### config.mk
export PLATFORM = sky130hd
export DESIGN_NAME = dfb1_div_pipe
export DESIGN_NICKNAME = d
export VERILOG_FILES = /design/src/hdl/dfb1_div_pipe.sv
export SDC_FILE = /design/constraint.sdc
export NUM_CORES = 2
export LEC_CHECK = 0
export ABC_AREA = 1
export BUFFER_PORTS_ARGS = -buffer_cell sky130_fd_sc_hd__buf_2
export CAP_MARGIN = 30
export CORE_ASPECT_RATIO = 0.9
export CORE_MARGIN = 3
export CORE_UTILIZATION = 25
export DETAILED_ROUTE_END_ITERATION = 10
export HOLD_SLACK_MARGIN = 0.1
export PLACE_DENSITY = 0.43
export SKIP_CTS_REPAIR_TIMING = 1
export SYNTH_ARGS = -nofsm -noshare
export SYNTH_HDL_FRONTEND = slang
export SYNTH_SLANG_ARGS = --single-unit
### constraint.sdc
create_clock -name clk -period 4.7 [get_ports clk]
set_input_delay 0.94 -clock clk [delete_from_list [all_inputs] [get_ports clk]]
set_output_delay 0.94 -clock clk [all_outputs]
set_load 0.05 [all_outputs]
### src/hdl/dfb1_div_pipe.sv
// Pipelined restoring divider, one quotient bit per stage.
// Standalone; the divisor must hold while items are in flight.
`timescale 1ns / 1ps
`default_nettype none
module dfb1_div_pipe #(
  parameter int NW   = 25,
  parameter int DW   = 16,
  parameter int TAGW = 17
) (
  input  wire logic            clk,
  input  wire logic            rst_n,
  input  wire logic            in_valid,
  input  wire logic [NW-1:0]   in_num,
  input  wire logic [DW-1:0]   in_den,
  input  wire logic [TAGW-1:0] in_tag,
  output logic                 out_valid,
  output logic [NW-1:0]        out_quo,
  output logic [TAGW-1:0]      out_tag
);
  logic            v_r   [NW];
  logic [TAGW-1:0] tag_r [NW];
  logic [NW-1:0]   num_r [NW];
  logic [NW-1:0]   quo_r [NW];
  logic [DW:0]     rem_r [NW];

  for (genvar g = 0; g < NW; g++) begin : g_stage
    logic [NW-1:0] num_p, quo_p, num_nxt, quo_nxt;
    logic [DW:0]   rem_p, remsh, rem_nxt;
    logic          ge;

    if (g == 0) begin : g_first
      assign num_p = in_num;
      assign quo_p = '0;
      assign rem_p = '0;
    end else begin : g_rest
      assign num_p = num_r[g-1];
      assign quo_p = quo_r[g-1];
      assign rem_p = rem_r[g-1];
    end

    always_comb begin
      remsh   = {rem_p[DW-1:0], num_p[NW-1]};
      ge      = (remsh >= {1'b0, in_den});
      rem_nxt = ge ? (remsh - {1'b0, in_den}) : remsh;
      quo_nxt = {quo_p[NW-2:0], ge};
      num_nxt = {num_p[NW-2:0], 1'b0};
    end

    always_ff @(posedge clk) begin
      if (!rst_n) begin
        v_r[g] <= 1'b0;
      end else begin
        v_r[g] <= (g == 0) ? in_valid : v_r[(g == 0) ? 0 : g-1];
      end
      tag_r[g] <= (g == 0) ? in_tag : tag_r[(g == 0) ? 0 : g-1];
      num_r[g] <= num_nxt;
      quo_r[g] <= quo_nxt;
      rem_r[g] <= rem_nxt;
    end
  end

  assign out_valid = v_r[NW-1];
  assign out_quo   = quo_r[NW-1];
  assign out_tag   = tag_r[NW-1];
endmodule
`default_nettype wire
# Word level (Yosys, flattened, before mapping)
# Memories as Yosys holds them, arrays and structs flattened.
# Cells that the tools add are included.
dict set report word_totals {
  reg_bits 0
  latchBits 0
  ram_bits 2100
  mem_bits_ro 0
  inputBits 61
  out_inout_bits 43
  wordCells 132
  mem_count 5
}
dict set report op_classes {
  n_addsub 25
  mul 0
  div 0
  order_cmp 25
  eq_ne 0
  shift 0
  muxes 52
  n_bitwise 25
  n_reduce_logical 0
}
# memory depth width read_ports rd_clocked_by_memory_dff write_ports line_no
set mem_list {}
lappend mem_list {quo_r 25 25 25 0 25 23} ;# logic [NW-1:0] quo_r [NW];
lappend mem_list {num_r 25 24 24 0 25 22} ;# logic [NW-1:0] num_r [NW];
lappend mem_list {rem_r 25 17 24 0 25 24} ;# logic [DW:0] rem_r [NW];
lappend mem_list {tag_r 25 17 25 0 25 21} ;# logic [TAGW-1:0] tag_r [NW];
lappend mem_list {v_r 25 1 25 0 25 20} ;# logic v_r [NW];
# op count
set ops {}
lappend ops {{17-bit 2-to-1 mux} 25}
lappend ops {{17-bit by 16-bit greater-or-equal comparator with 1-bit output} 24}
lappend ops {{17-bit by 16-bit subtractor with 17-bit output} 24}
lappend ops {{1-bit 2-to-1 mux} 27}
lappend ops {{1-bit OR} 25}
lappend ops {{1-bit by 16-bit subtractor with 17-bit output} 1}
lappend ops {{1-bit by 16-bit greater-or-equal comparator with 1-bit output} 1}

# Depth between registers and ports, before layout
# An unclocked memory read counts as a cell.
dict set report logic_depth {
  depth_word 3
  depth_mapped 15
  mapped_depth_nobuf 13
}

# Least setup slack after synthesis
# No wires, ideal clock.
dict set report synth_path {
  path_kind {input to register}
  startpoint {input in_den[4]}
  endpoint {memory rem_r[11][4] (netlist name)}
  setup_time_ps 112
  t_arrival_ps 2727
  required_time_ps 4588
  setup_slack_ps 1861
  cell_stages 12
  n_path_buf 1
  path_cell_list {inv_1 ha_1 nand2_1 nor2_1 and2_1 nand3_1 nand2_1 nor2_4 nand2_4 buf_6 nand2_1 nand2_1}
}
# element line_no
set synth_rtl {}
lappend synth_rtl {{from (decl)} 14} ;# input wire logic [DW-1:0] in_den,
lappend synth_rtl {{to (decl)} 24}

==> out/qor.yml <==
cts_buffers: 165
cp_num_buf_inv: 6
fp.dieW_um: 520
finalCriticalPeriod_ns: 2.79
clock.fmax_ghz: 0.358
layout_setup_ws_ns: 1.91
syn_nets: 8011
core_um2: 236000
areaGrowthSynthToFinish_pct: 17.3
htreeDepth: 4
drt_first_pass_iters: 6
die_h_um: 469
finalSetupTns_ns: 0
leakage_uw: 0.0362
critPathMaxStageDelay_ns: 0.43
cts_tree: "built"
detailed_place_hpwl_mm: 119
numPortBuffers: 103
hp-class: "primary input to flop"
crit_fanout: 20
grtUsageTotal: 0.134
routed_wl_mm: 165
hold_viol_final: 0
cp.required_ns: 5.43
start_util: 0.252
dp_slack_ns: 1.07
ant_nets: 0
pin_count: 104
drc: 0
crit_path_frequent_cell: "nand2_1"
r2r_slack_ns: 2.33
gp_congestion: 0.872
ys_seq_area_frac: 0.491
nFillCells: 25200
slew_headroom: 0.494
cp_top_family: "buffers and inverters"
max_cap_violations: 0
ir_drop_mv: 0.419
num_vias: 45900
vias_per_cell: 4.15
num_rows: 169
start_kind: "primary input"
crit_chain: "buf_2 > inv_2 > buf_12 > ha_1 > nand2_1 > inv_1 > nand2_1 > nand2_1 > inv_1 > nand3_1 > nand2_1 > nand2_2 > inv_1 > nand2_1 > nand2_1"
maxSlewViolCount: 0
clock_path_buffers: 3
antenna_found_initial: 8
grt_max_degree: 29
report.final.setup_viol: 0
finClkSkew_ns: 0.0744
worst_pin_slew_ns: 0.756
clock-sinks: 1459
grt-ovfl-total: 0
cp_slowest_cell: "inv_1"
dr.first_iter.drc_count: 2959
synth_seq_cells: 1459
dieArea_um2: 244000
arrival_ns: 3.52
p_per_area_nw_per_um2: 616
avgSynthCellArea_um2: 7.89
synthArstFlopShare: 0
ys_types: 42
min_period_over_period: 0.594
rsz0062_at_grt: "no"
nets: 8244
synth_flop_cell: "dfxtp_1"
wl_per_cell_um: 14.9
syn_area_um2: 59500
yosys_warnings: 0
setup.worst_path.end_class: "flop"
grt_pass1_vias: 44400
clk_latency_ns: 0.84
clock-root-buffer: "clkbuf_16"
synth_edf_count: 0
critPathKind: "primary input to flop"
synthCells: 7541
status: "complete, no violations"
grt_pass1_wl_mm: 256
clk_pin_slew_ns: 0.06
drive_above_1_share: 0.0779
cells in the mapped netlist (all sizes together), types with 6 or more instances:
cell / number / area [µm²]
nand2: 2790 / 10800
dfxtp: 1459 / 29200
inv: 1095 / 4110
nand3: 625 / 3230
ha: 386 / 4830
nor2: 369 / 1530
a21oi: 206 / 1030
xor2: 105 / 920
nand4: 103 / 644
nor3: 71 / 360
buf: 70 / 601
nand3b: 50 / 375
xnor2: 49 / 429
or2: 35 / 219
o21ai: 33 / 184
fa: 23 / 460
and3: 17 / 106
and2: 14 / 87.6
clkbuf: 12 / 55.1
nor4: 11 / 165
o21a: 8 / 60.1
o21bai: 6 / 45.0
cells by family (layout without fill, tap and decap cells):
group | Yosys count | after routing | synth area share
and+or+nand+nor | 4086 | 4086 | 0.295
AOI/OAI and AO/OA | 256 | 256 | 0.0225
DFF | 1459 | 1459 | 0.491
other | 0 | 2 | 0
xor gates and xnor gates | 154 | 154 | 0.0227
adders and majority gates | 409 | 409 | 0.0890
buffers and inverters | 1177 | 1544 | 0.0801
final timing paths:
check | startpoint | end | depth (start not counted)
hold reg to reg | num_r[0][161]$_DFF_P_ | num_r[0][186]$_DFF_P_ | 0
hold / removal | in_num[11] | num_r[0][11]$_DFF_P_ | 1
setup reg to reg | rem_r[3][7]$_DFF_P_ | rem_r[4][8]$_DFF_P_ | 12
setup / recovery | in_den[8] | rem_r[17][9]$_DFF_P_ | 15
flip-flops by register name, indices dropped and copies added, names as in the netlist:
signal	flops
rem_r	384
v_r	25
num_r	300
quo_r	325
tag_r	425
cells in the final DEF, fill, tap and decap left out, types with 103 or more instances in the layout:
cell type / n
dfxtp_1: 1459
nand3_1: 605
nand4_1: 103
a21oi_1: 206
nand2_1: 2720
inv_1: 1067
ha_1: 386
nor2_1: 334
xor2_1: 105
clkbuf_16: 165
worst register-to-register path, stage by stage (launching register included):
cell,delay (ns)
dfxtp_1,0.34
ha_1,0.37
nand2_1,0.15
inv_1,0.08
nand2_1,0.05
nand2_1,0.11
inv_1,0.07
nand3_1,0.10
nand2_1,0.07
nand2_2,0.33
inv_1,0.35
nand2_1,0.13
nand2_1,0.07
stage by stage:
step,total power (µW),std cells,area [µm²],utilization,hold slack (ns)
2_1_floorplan,25700,7541,59500,-,0.310
3_3_place_gp,29700,10800,63800,0.270,0.310
3_5_place_dp,29600,10800,63800,0.270,0.312
4_1_cts,43600,11100,69800,0.295,0.100
5_1_grt,46300,11100,69800,0.295,0.120
6_report,43000,11100,69800,0.295,0.202
report_power, final:
part,internal (µW),switching [µW],total [µW]
clock network,8040,5550,13600
logic,4660,9190,13900
registers,14300,1170,15500
total,27100,15900,43000
metal layers:
| layer | global-route usage | vias up | routed length (µm) |
|---|---|---|---|
| met5 | 0 | - | 8 |
| li1 | - | 23900 | - |
| met1 | 0.187 | 20800 | 81700 |
| met2 | 0.206 | 894 | 70000 |
| met3 | 0.0256 | 292 | 8450 |
| met4 | 0.0463 | 2 | 5280 |
final cells by class:
type,count,area [µm²],area share
Sequential cell,1459,29200,0.419
Multi-Input combinational cell,4905,25500,0.365
Tap cell,3163,3960,0.0567
Timing Repair Buffer,148,1060,0.0151
Clock inverter,88,1370,0.0196
Antenna cell,2,5.00,0.0000717
Clock buffer,213,4560,0.0654
Inverter,1095,4110,0.0589
Note: power is estimated with default switching activity, not from simulation.
